`src/sv/assert_macros.svh`:
```
// ----------------------------------------------------------------------------
// assert_macros.svh
// Assertion macros shared by the overtemperature detector RTL.
// ----------------------------------------------------------------------------
`ifndef ASSERT_MACROS_SVH
`define ASSERT_MACROS_SVH

// Check a property on every rising edge of clk outside reset.
`define OTD_ASSERT(label, prop, msg) \
    label: assert property (@(posedge clk) disable iff (!rst_n) (prop)) \
        else $error(msg);

// Check that a condition never holds on a rising edge of clk outside reset.
`define OTD_NEVER(label, cond, msg) \
    label: assert property (@(posedge clk) disable iff (!rst_n) !(cond)) \
        else $error(msg);

`endif

```
`src/sv/otd_pkg.sv`:
```
// ----------------------------------------------------------------------------
// otd_pkg
// Widths, constants and types of the smoothed overtemperature detector.
// ----------------------------------------------------------------------------
`default_nettype none

package otd_pkg;

    localparam int SAMPLE_BITS = 12;
    localparam int COUNT_BITS  = 8;
    localparam int CFG_IDX_W   = 2;
    localparam int CFG_DATA_W  = SAMPLE_BITS;

    // 2*previous + 3*sample stays below 5 * 2**SAMPLE_BITS
    localparam int SUM_W       = SAMPLE_BITS + 3;
    localparam int PROD_W      = 2 * SUM_W;
    localparam int DIV5_SHIFT  = SUM_W + 2;
    localparam logic [SUM_W-1:0] DIV5_MUL = SUM_W'((2 ** DIV5_SHIFT + 4) / 5);

    localparam logic [SAMPLE_BITS-1:0] TRIP_RESET    = SAMPLE_BITS'(817);
    localparam logic [SAMPLE_BITS-1:0] CLEAR_RESET   = SAMPLE_BITS'(1112);
    localparam logic [COUNT_BITS-1:0]  QUALIFY_RESET = COUNT_BITS'(10);
    localparam logic [COUNT_BITS-1:0]  COUNT_MAX     = '1;

    typedef enum logic [CFG_IDX_W-1:0] {
        CFG_TRIP_LEVEL    = 2'd0,
        CFG_CLEAR_LEVEL   = 2'd1,
        CFG_QUALIFY_COUNT = 2'd2
    } cfg_idx_t;

    typedef struct packed {
        logic [SAMPLE_BITS-1:0] trip_level;
        logic [SAMPLE_BITS-1:0] clear_level;
        logic [COUNT_BITS-1:0]  qualify_count;
    } cfg_t;

    typedef struct packed {
        logic active;
        logic raised;
        logic cleared;
    } trip_status_t;

endpackage

`default_nettype wire

```
`src/sv/overtemp_detector_smoothed_core.sv`:
```
// ----------------------------------------------------------------------------
// overtemp_detector_smoothed_core
// Smoothed thermistor overtemperature detector with hysteresis.
// Each sample is held in the input register, then its result in the result register.
// Throughput: one sample per cycle unless out_ready stalls a result; input and
// result register each hold one transaction, so input is taken while a result waits.
// Reset clears the smoothed level, qualify counter, latch and both valid bits,
// and loads the configuration registers with their default levels.
// ----------------------------------------------------------------------------
`default_nettype none

module overtemp_detector_smoothed_core
    import otd_pkg::*;
(
    input  wire logic                   clk,
    input  wire logic                   rst_n,
    input  wire logic                   in_valid,
    output logic                        in_ready,
    input  wire logic [SAMPLE_BITS-1:0] adc_sample,
    output logic                        out_valid,
    input  wire logic                   out_ready,
    output logic      [SAMPLE_BITS-1:0] filtered_level,
    output logic                        overheat_active,
    output logic                        fault_raised,
    output logic                        fault_cleared,
    input  wire logic                   cfg_valid,
    output logic                        cfg_ready,
    input  wire logic [CFG_IDX_W-1:0]   cfg_index,
    input  wire logic [CFG_DATA_W-1:0]  cfg_data
);

    logic                   in_valid_reg;
    logic [SAMPLE_BITS-1:0] in_sample_reg;
    logic                   out_valid_reg;
    logic [SAMPLE_BITS-1:0] out_level_reg;
    trip_status_t           out_status_reg;
    logic                   advance;
    logic [SAMPLE_BITS-1:0] level_next;
    trip_status_t           status_next;
    cfg_t                   cfg;

    assign advance  = in_valid_reg && (!out_valid_reg || out_ready);
    assign in_ready = !in_valid_reg || advance;

    otd_cfg_regs u_cfg_regs (
        .clk       (clk),
        .rst_n     (rst_n),
        .cfg_valid (cfg_valid),
        .cfg_ready (cfg_ready),
        .cfg_index (cfg_index),
        .cfg_data  (cfg_data),
        .cfg       (cfg)
    );

    otd_smoother u_smoother (
        .clk        (clk),
        .rst_n      (rst_n),
        .advance    (advance),
        .sample     (in_sample_reg),
        .level_next (level_next)
    );

    otd_trip_ctrl u_trip_ctrl (
        .clk         (clk),
        .rst_n       (rst_n),
        .advance     (advance),
        .level       (level_next),
        .cfg         (cfg),
        .status_next (status_next)
    );

    always_ff @(posedge clk or negedge rst_n)
    begin
        if (!rst_n)
        begin
            in_valid_reg <= 1'b0;
        end
        else if (in_ready)
        begin
            in_valid_reg <= in_valid;
        end
    end

    always_ff @(posedge clk)
    begin
        if (in_valid && in_ready)
        begin
            in_sample_reg <= adc_sample;
        end
    end

    always_ff @(posedge clk or negedge rst_n)
    begin
        if (!rst_n)
        begin
            out_valid_reg <= 1'b0;
        end
        else if (advance)
        begin
            out_valid_reg <= 1'b1;
        end
        else if (out_ready)
        begin
            out_valid_reg <= 1'b0;
        end
    end

    always_ff @(posedge clk)
    begin
        if (advance)
        begin
            out_level_reg  <= level_next;
            out_status_reg <= status_next;
        end
    end

    assign out_valid       = out_valid_reg;
    assign filtered_level  = out_level_reg;
    assign overheat_active = out_status_reg.active;
    assign fault_raised    = out_status_reg.raised;
    assign fault_cleared   = out_status_reg.cleared;

    `include "assert_macros.svh"

    `OTD_ASSERT(a_stalled_input_holds, (in_valid_reg && !advance) |=> (in_valid_reg && $stable(in_sample_reg)), "stalled input transaction lost")
    `OTD_NEVER(a_result_pulses_exclusive, out_valid_reg && out_status_reg.raised && out_status_reg.cleared, "raise and clear in one result")

endmodule

`default_nettype wire

```
`src/sv/otd_cfg_regs.sv`:
```
// ----------------------------------------------------------------------------
// otd_cfg_regs
// Configuration register file: trip level, clear level and qualify count.
// ----------------------------------------------------------------------------
`default_nettype none

module otd_cfg_regs
    import otd_pkg::*;
(
    input  wire logic                  clk,
    input  wire logic                  rst_n,
    input  wire logic                  cfg_valid,
    output logic                       cfg_ready,
    input  wire logic [CFG_IDX_W-1:0]  cfg_index,
    input  wire logic [CFG_DATA_W-1:0] cfg_data,
    output cfg_t                       cfg
);

    cfg_t cfg_reg;
    cfg_t cfg_next;

    assign cfg_ready = 1'b1;
    assign cfg       = cfg_reg;

    always_comb
    begin
        cfg_next = cfg_reg;
        if (cfg_valid)
        begin
            unique case (cfg_idx_t'(cfg_index))
                CFG_TRIP_LEVEL:    cfg_next.trip_level    = cfg_data[SAMPLE_BITS-1:0];
                CFG_CLEAR_LEVEL:   cfg_next.clear_level   = cfg_data[SAMPLE_BITS-1:0];
                CFG_QUALIFY_COUNT: cfg_next.qualify_count = cfg_data[COUNT_BITS-1:0];
                default:           cfg_next = cfg_reg;
            endcase
        end
    end

    always_ff @(posedge clk or negedge rst_n)
    begin
        if (!rst_n)
        begin
            cfg_reg.trip_level    <= TRIP_RESET;
            cfg_reg.clear_level   <= CLEAR_RESET;
            cfg_reg.qualify_count <= QUALIFY_RESET;
        end
        else
        begin
            cfg_reg <= cfg_next;
        end
    end

endmodule

`default_nettype wire

```
`src/sv/otd_smoother.sv`:
```
// ----------------------------------------------------------------------------
// otd_smoother
// Smoothed level: floor((2*previous + 3*sample) / 5), divide by reciprocal.
// ----------------------------------------------------------------------------
`default_nettype none

module otd_smoother
    import otd_pkg::*;
(
    input  wire logic                   clk,
    input  wire logic                   rst_n,
    input  wire logic                   advance,
    input  wire logic [SAMPLE_BITS-1:0] sample,
    output logic      [SAMPLE_BITS-1:0] level_next
);

    logic [SAMPLE_BITS-1:0] level_reg;
    logic [SUM_W-1:0]       blend_sum;
    logic [PROD_W-1:0]      blend_prod;

    assign blend_sum  = (SUM_W'(level_reg) << 1) + (SUM_W'(sample) << 1) + SUM_W'(sample);
    assign blend_prod = PROD_W'(blend_sum) * PROD_W'(DIV5_MUL);
    assign level_next = SAMPLE_BITS'(blend_prod >> DIV5_SHIFT);

    always_ff @(posedge clk or negedge rst_n)
    begin
        if (!rst_n)
        begin
            level_reg <= '0;
        end
        else if (advance)
        begin
            level_reg <= level_next;
        end
    end

endmodule

`default_nettype wire

```
`src/sv/otd_trip_ctrl.sv`:
```
// ----------------------------------------------------------------------------
// otd_trip_ctrl
// Qualify counter and overheat latch with trip and clear hysteresis.
// ----------------------------------------------------------------------------
`default_nettype none

module otd_trip_ctrl
    import otd_pkg::*;
(
    input  wire logic                   clk,
    input  wire logic                   rst_n,
    input  wire logic                   advance,
    input  wire logic [SAMPLE_BITS-1:0] level,
    input  wire cfg_t                   cfg,
    output trip_status_t                status_next
);

    logic [COUNT_BITS-1:0] counter_reg;
    logic [COUNT_BITS-1:0] counter_next;
    logic                  latched_reg;
    logic                  latched_next;

    always_comb
    begin
        counter_next        = counter_reg;
        latched_next        = latched_reg;
        status_next.raised  = 1'b0;
        status_next.cleared = 1'b0;
        if (!latched_reg && (level < cfg.trip_level))
        begin
            if (counter_reg > cfg.qualify_count)
            begin
                latched_next       = 1'b1;
                status_next.raised = 1'b1;
            end
            if (counter_reg != COUNT_MAX)
            begin
                counter_next = counter_reg + COUNT_BITS'(1);
            end
        end
        else if (latched_reg && (level > cfg.clear_level))
        begin
            counter_next        = '0;
            latched_next        = 1'b0;
            status_next.cleared = 1'b1;
        end
        status_next.active = latched_next;
    end

    always_ff @(posedge clk or negedge rst_n)
    begin
        if (!rst_n)
        begin
            counter_reg <= '0;
            latched_reg <= 1'b0;
        end
        else if (advance)
        begin
            counter_reg <= counter_next;
            latched_reg <= latched_next;
        end
    end

    `include "assert_macros.svh"

    `OTD_ASSERT(a_latch_rise_on_advance, $rose(latched_reg) |-> $past(advance), "latch set without a transaction")
    `OTD_ASSERT(a_clear_zeroes_counter, $fell(latched_reg) |-> (counter_reg == '0), "counter not zeroed on clear")
    `OTD_ASSERT(a_rise_needs_count, $rose(latched_reg) |-> ($past(counter_reg) > $past(cfg.qualify_count)), "latch set before qualify count exceeded")

endmodule

`default_nettype wire
```
`config.mk`:
```
export PLATFORM = sky130hd
export DESIGN_NAME = overtemp_detector_smoothed_core
export DESIGN_NICKNAME = d
export VERILOG_FILES = /design/src/sv/otd_pkg.sv /design/src/sv/overtemp_detector_smoothed_core.sv /design/src/sv/otd_cfg_regs.sv /design/src/sv/otd_smoother.sv /design/src/sv/otd_trip_ctrl.sv
export VERILOG_INCLUDE_DIRS = /design/src /design/src/sv
export SDC_FILE = /design/constraint.sdc
export NUM_CORES = 1
export LEC_CHECK = 0
export BUFFER_PORTS_ARGS = -buffer_cell sky130_fd_sc_hd__clkbuf_2
export CAP_MARGIN = 40
export CELL_PAD_IN_SITES_DETAIL_PLACEMENT = 0
export CELL_PAD_IN_SITES_GLOBAL_PLACEMENT = 1
export CORE_MARGIN = 2
export CORE_UTILIZATION = 51
export DETAILED_ROUTE_END_ITERATION = 8
export PLACE_DENSITY = 0.9
export SYNTH_ARGS = -nofsm -noshare
export SYNTH_HDL_FRONTEND = slang
export SYNTH_SLANG_ARGS = --single-unit
```
`constraint.sdc`:
```
create_clock -name clk -period 23 [get_ports clk]
set_input_delay 4.6 -clock clk [delete_from_list [all_inputs] [get_ports clk]]
set_output_delay 4.6 -clock clk [all_outputs]
set_load 0.01 [all_outputs]
```
# After elaboration in Yosys (flattened, before gate mapping)

Cells that the tools add are included.

Output and inout port bits: 18
Input bits: 31
Word-level logic and storage cells: 50
Register bits: 82

Muxes and demuxes: 10
$mul: 1
$lt $le $gt $ge: 3
Equality and inequality tests: 4
Reductions and logical operators: 16
$add $sub $neg: 3

Operators by type and width:

| cell                                                                   | count |
|---|---|
| 15-bit by 15-bit multiplier with 29-bit output (second input constant) | 1 |
| 8-bit 2-to-1 mux                                                       | 3 |
| 15-bit by 12-bit adder with 15-bit output                              | 1 |
| 13-bit by 13-bit adder with 14-bit output                              | 1 |
| 12-bit > comparator                                                    | 1 |
| 12-bit less-than comparator                                            | 1 |
| 8-bit by 1-bit adder with 8-bit output (second input constant)         | 1 |
| 8-bit > comparator                                                     | 1 |
| 8-bit != test (second input constant)                                  | 1 |
| 1-bit 2-to-1 mux                                                       | 7 |
| 2-bit AND reduction                                                    | 3 |
| 1-bit logical AND                                                      | 4 |
| 2-bit nonzero test                                                     | 2 |
| 1-bit zero test                                                        | 3 |
| 3-bit AND reduction                                                    | 1 |
| 2-bit by 1-bit == test with 1-bit output (second input constant)       | 1 |
| 2-bit == test (second input constant)                                  | 1 |
| 2-bit zero test                                                        | 1 |
| 1-bit logical OR                                                       | 2 |
| 2-bit != test (second input constant)                                  | 1 |

# Longest topological paths before layout

Depth after elaboration: 7
Gate-level depth with buffers: 46
Gate-level depth less buffers: 45

# By module

Synthesis repeated with hierarchy kept, for this count alone.

Cell total of the unflattened synthesis: 819
Area total of the unflattened synthesis: 8832.2 um^2

By module, submodules not included:

| module                          | cells each | instances | sequential area each (um^2) | area an instance (um^2) |
|---|---|---|---|---|
| otd_smoother                    | 536        | 1         | 300.3                       | 5258.8 |
| otd_trip_ctrl                   | 177        | 1         | 225.2                       | 1403.8 |
| otd_cfg_regs                    | 71         | 1         | 814.5                       | 1255.0 |
| overtemp_detector_smoothed_core | 35         | 1         | 860.8                       | 914.6 |

# Least setup slack after synthesis

No wires, ideal clock.

Kind: reg-to-reg
Start: register in_sample_reg[0]
End: register u_trip_ctrl.counter_reg[0]
Stages on the path, launching flop included: 45
Setup time: 125 ps
Setup slack: 13091 ps
Period minus slack after synthesis: 9909 ps
Arrival: 9784 ps
Required time: 22875 ps
Buffers on the path: 1
Cells stage by stage: edfxtp_1 -> ha_1 -> inv_1 -> fa_1 -> nor2b_1 -> o21ai_1 -> a21oi_1 -> o41ai_1 -> o21ai_1 -> xor2_1 -> ha_1 -> and3_1 -> a211oi_1 -> nor2_1 -> xor2_1 -> o221ai_1 -> fa_1 -> inv_1 -> [9 not listed] -> ha_1 -> and4_1 -> a311oi_2 -> o21ai_1 -> and3_1 -> a221oi_2 -> o211ai_2 -> a21oi_1 -> xnor2_1 -> ha_1 -> nand4_1 -> nor3_1 -> nor3_1 -> o211ai_1 -> o41a_1 -> o2bb2a_4 -> buf_6 -> mux2_2

Longest elaborated chain between the ends: 7
Elaborated cells between the ends (all ways): 11
Those cells by class: 2 x add/sub; 1 x mul; 2 x order compare; 1 x eq/ne; 1 x mux; 4 x reduce/logical

Ends and longest elaborated chain:

| element                                                                   | RTL line                                 | RTL |
|---|---|---|
| from (decl)                                                               | overtemp_detector_smoothed_core.sv:33    | `logic [SAMPLE_BITS-1:0] in_sample_reg;` |
| from (signal assigned)                                                    | overtemp_detector_smoothed_core.sv:88    | `in_sample_reg <= adc_sample;` |
| 13-bit by 13-bit adder with 14-bit output                                 | otd_smoother.sv:21                       | `assign blend_sum = (SUM_W'(level_reg) << 1) + (SUM_W'(sample) << 1) + SUM_W'(sample);` |
| 15-bit by 12-bit adder with 15-bit output *                               | otd_smoother.sv:21                       |  |
| 15-bit by 15-bit multiplier with 29-bit output *                          | otd_smoother.sv:22                       | `assign blend_prod = PROD_W'(blend_sum) * PROD_W'(DIV5_MUL);` |
| named net level_next[10]                                                  | overtemp_detector_smoothed_core.sv:38    | `logic [SAMPLE_BITS-1:0] level_next;` |
| 12-bit less-than comparator / 12-bit > comparator (equally long branches) | otd_trip_ctrl.sv:29, otd_trip_ctrl.sv:41 |  |
| 1-bit logical AND, on equally long branches                               | otd_trip_ctrl.sv:29, otd_trip_ctrl.sv:41 |  |
| 2-bit != test (no line) / 2-bit nonzero test (equally long branches)      | -                                        |  |
| 3-bit AND reduction (no line)                                             | -                                        |  |
| to (signal assigned)                                                      | otd_trip_ctrl.sv:59                      | `counter_reg <= counter_next;` |
| to (decl)                                                                 | otd_trip_ctrl.sv:18                      | `logic [COUNT_BITS-1:0] counter_reg;` |

The timed path passes the listed nets; every way through them passes the cells marked *.
A chain may end at the register's enable or synchronous reset.

# Worst setup path in the final report

Same ends and word-level chain as after synthesis.

==> impl_metrics.tcl <==
set metrics [dict create \
    status "completed" \
    cts_root_buffer "clkbuf_16" \
    max_slew_margin_pct 49.29 \
    grt_pass1_vias 6445 \
    syn_area_um2 9007 \
    cap_violations 0 \
    dp_hpwl_mm 15.63 \
    final_nets 1221 \
    syn_inst 884 \
    synth_warnings 0 \
    drtPass1Iterations 5 \
    synth.net_count 1163 \
    cts_made_buffers 9 \
    clk_path_buf_depth 2 \
    netlist_top_cells_area "ha_1, fa_1, dfrtp_1" \
    cp_max_fo 12 \
    grt_antenna_before_repair 0 \
    die_w_um 136.9 \
    fmax_ghz 0.09112 \
    ios 49 \
    cts_setup_buffers 0 \
    cp-start-kind "register" \
    cts_tree "yes" \
    async_flop_share_pct 67.07 \
    die_area_um2 18740 \
    clk_latency_ps 340 \
    viasPerCell 5.354 \
    finalSetupTns_ps 0 \
    totalWireLength_mm 18.54 \
    largest_register_ffs 32 \
    setup_viol 0 \
    netlist-cell-type-count 71 \
    wl_per_cell_um 15.82 \
    gr-total-overflow 0 \
    coreArea_um2 17300 \
    vias 6275 \
    mostFrequentLayoutCell "inv_1" \
    path_clk_slew_ps 60 \
    h-tree-depth 3 \
    max_stage_delay_ps 610 \
    yosysTopAreaCellShare_pct 23.75 \
    cp.arrival_ps 11200 \
    finalClockSkew_ps 8.967 \
    track_usage_pct 21.69 \
    required_ps 23220 \
    drc_errors 0 \
    yosysSeqAreaShare_pct 24.43 \
    min_path_type "reg -> reg" \
    area_growth_pct 9.057 \
    port_buffers 47 \
    ys_seq_elements 82 \
    antennaDiodeCount 0 \
    synth_edf_count 27 \
    worst-setup-path-type "reg -> reg" \
    tightest_slew_ps 755.2 \
    gp_congestion 0.8930 \
    fin_crit_sh_pct 47.71 \
    holdBufCountCts 0 \
    rsz0062_at_grt "false" \
    cpMaxStageDelayCell "fa_1" \
    dieHeight_um 136.9 \
    ant_nets 0 \
    initial_utilization_pct 52.08 \
    drive_gt1_share_pct 12.88 \
    ys.flop_type "dfrtp_1" \
    synth_top_area_cell "ha_1" \
    cts_sinks 82 \
    grt_max_degree 56 \
    maxSlewViolCount 0 \
    final_cell_mix "inv_1, ha_1, fa_1, nand2_1, clkbuf_2" \
    grt_pass1_wl_mm 31.55 \
    fillers 1508 \
    avgSynthCellArea_um2 10.19 \
    hold_viol 0 \
    crit_path_end_kind "register" \
    period_minus_slack_ps 10970 \
    drt-initial-drc-count 296 \
    rows 48 \
    cts_resized 0 \
]
[worst paths after layout]
path,start,endpoint,slack [ps],cells past startpoint
worst max-delay path,in_sample_reg[0],u_trip_ctrl.counter_reg[0],12030,44
worst min-delay path,u_smoother.level_reg[4],u_smoother.level_reg[4],480,2
worst max register to register,in_sample_reg[0],u_trip_ctrl.counter_reg[0],12030,44
worst min register to register,u_smoother.level_reg[4],u_smoother.level_reg[4],480,2
max in group asynchronous,rst_n,u_smoother.level_reg[7],18110,2
min in group asynchronous,rst_n,u_smoother.level_reg[2],4390,2
[logic make-up after synthesis]
group,share of synthesized area (%)
buf+inv,8.098
flops,24.43
simple gates,8.390
xor+xnor,3.598
mux,3.237
compound gates,11.34
other cells,0.04163
fa+ha+maj,40.87
[Yosys cell counts, types with 20 or more instances]
master,n
a21oi_1,33
dfrtp_1,44
edfxtp_1,27
fa_1,77
ha_1,171
inv_1,178
mux2_2,25
nand2_1,49
nor2_1,23
o21ai_0,20
xnor2_1,27
[final cells by class]
| cell class | count | area [um2] | share of cell area [%] |
|---|---|---|---|
| Clock inverter | 6 | 51.30 | 0.5222 |
| Clock buffer | 10 | 229.0 | 2.331 |
| Multi-Input combinational cell | 613 | 6082 | 61.92 |
| Timing Repair Buffer | 56 | 302.8 | 3.082 |
| Sequential cell | 82 | 2201 | 22.40 |
| Inverter | 180 | 675.6 | 6.878 |
| Tap cell | 225 | 281.5 | 2.866 |
[critical path, delay by kind of cell, from the launching register on]
kind / cells / cell delay, ps
adder cells (fa/ha/maj): 11 / 4480
AO/OA/AOI/OAI: 14 / 3300
AND/OR/NAND/NOR: 9 / 1400
flip-flops: 1 / 550
XOR/XNOR: 3 / 540
buffers and inverters: 6 / 290
multiplexers: 1 / 260
[metrics by stage]
stage          util (%)  hold slack, ps  setup WS [ps]  cell area, um2  instances
6_report          56.79           478.3          12030            9823       1172
4_1_cts           56.79           484.8          11970            9823       1172
3_3_place_gp      55.09           466.2          12240            9528       1154
3_5_place_dp      55.17           469.5          12000            9543       1156
5_1_grt           56.79           512.5          11300            9823       1172
2_1_floorplan         -           449.9          13090            9007        884
[layer usage]
metal / GRT usage [%] / vias to the layer above / share of wire, %
met5: 0 / - / 0
met4: 6.586 / 0 / 2.6
met3: 2.963 / 30 / 3.3
met2: 35.86 / 124 / 48
met1: 29.74 / 3010 / 46
li1: - / 3111 / -
Power is not shown: default switching activity piles up to over one toggle a cycle in this logic, so the estimate is an artifact.
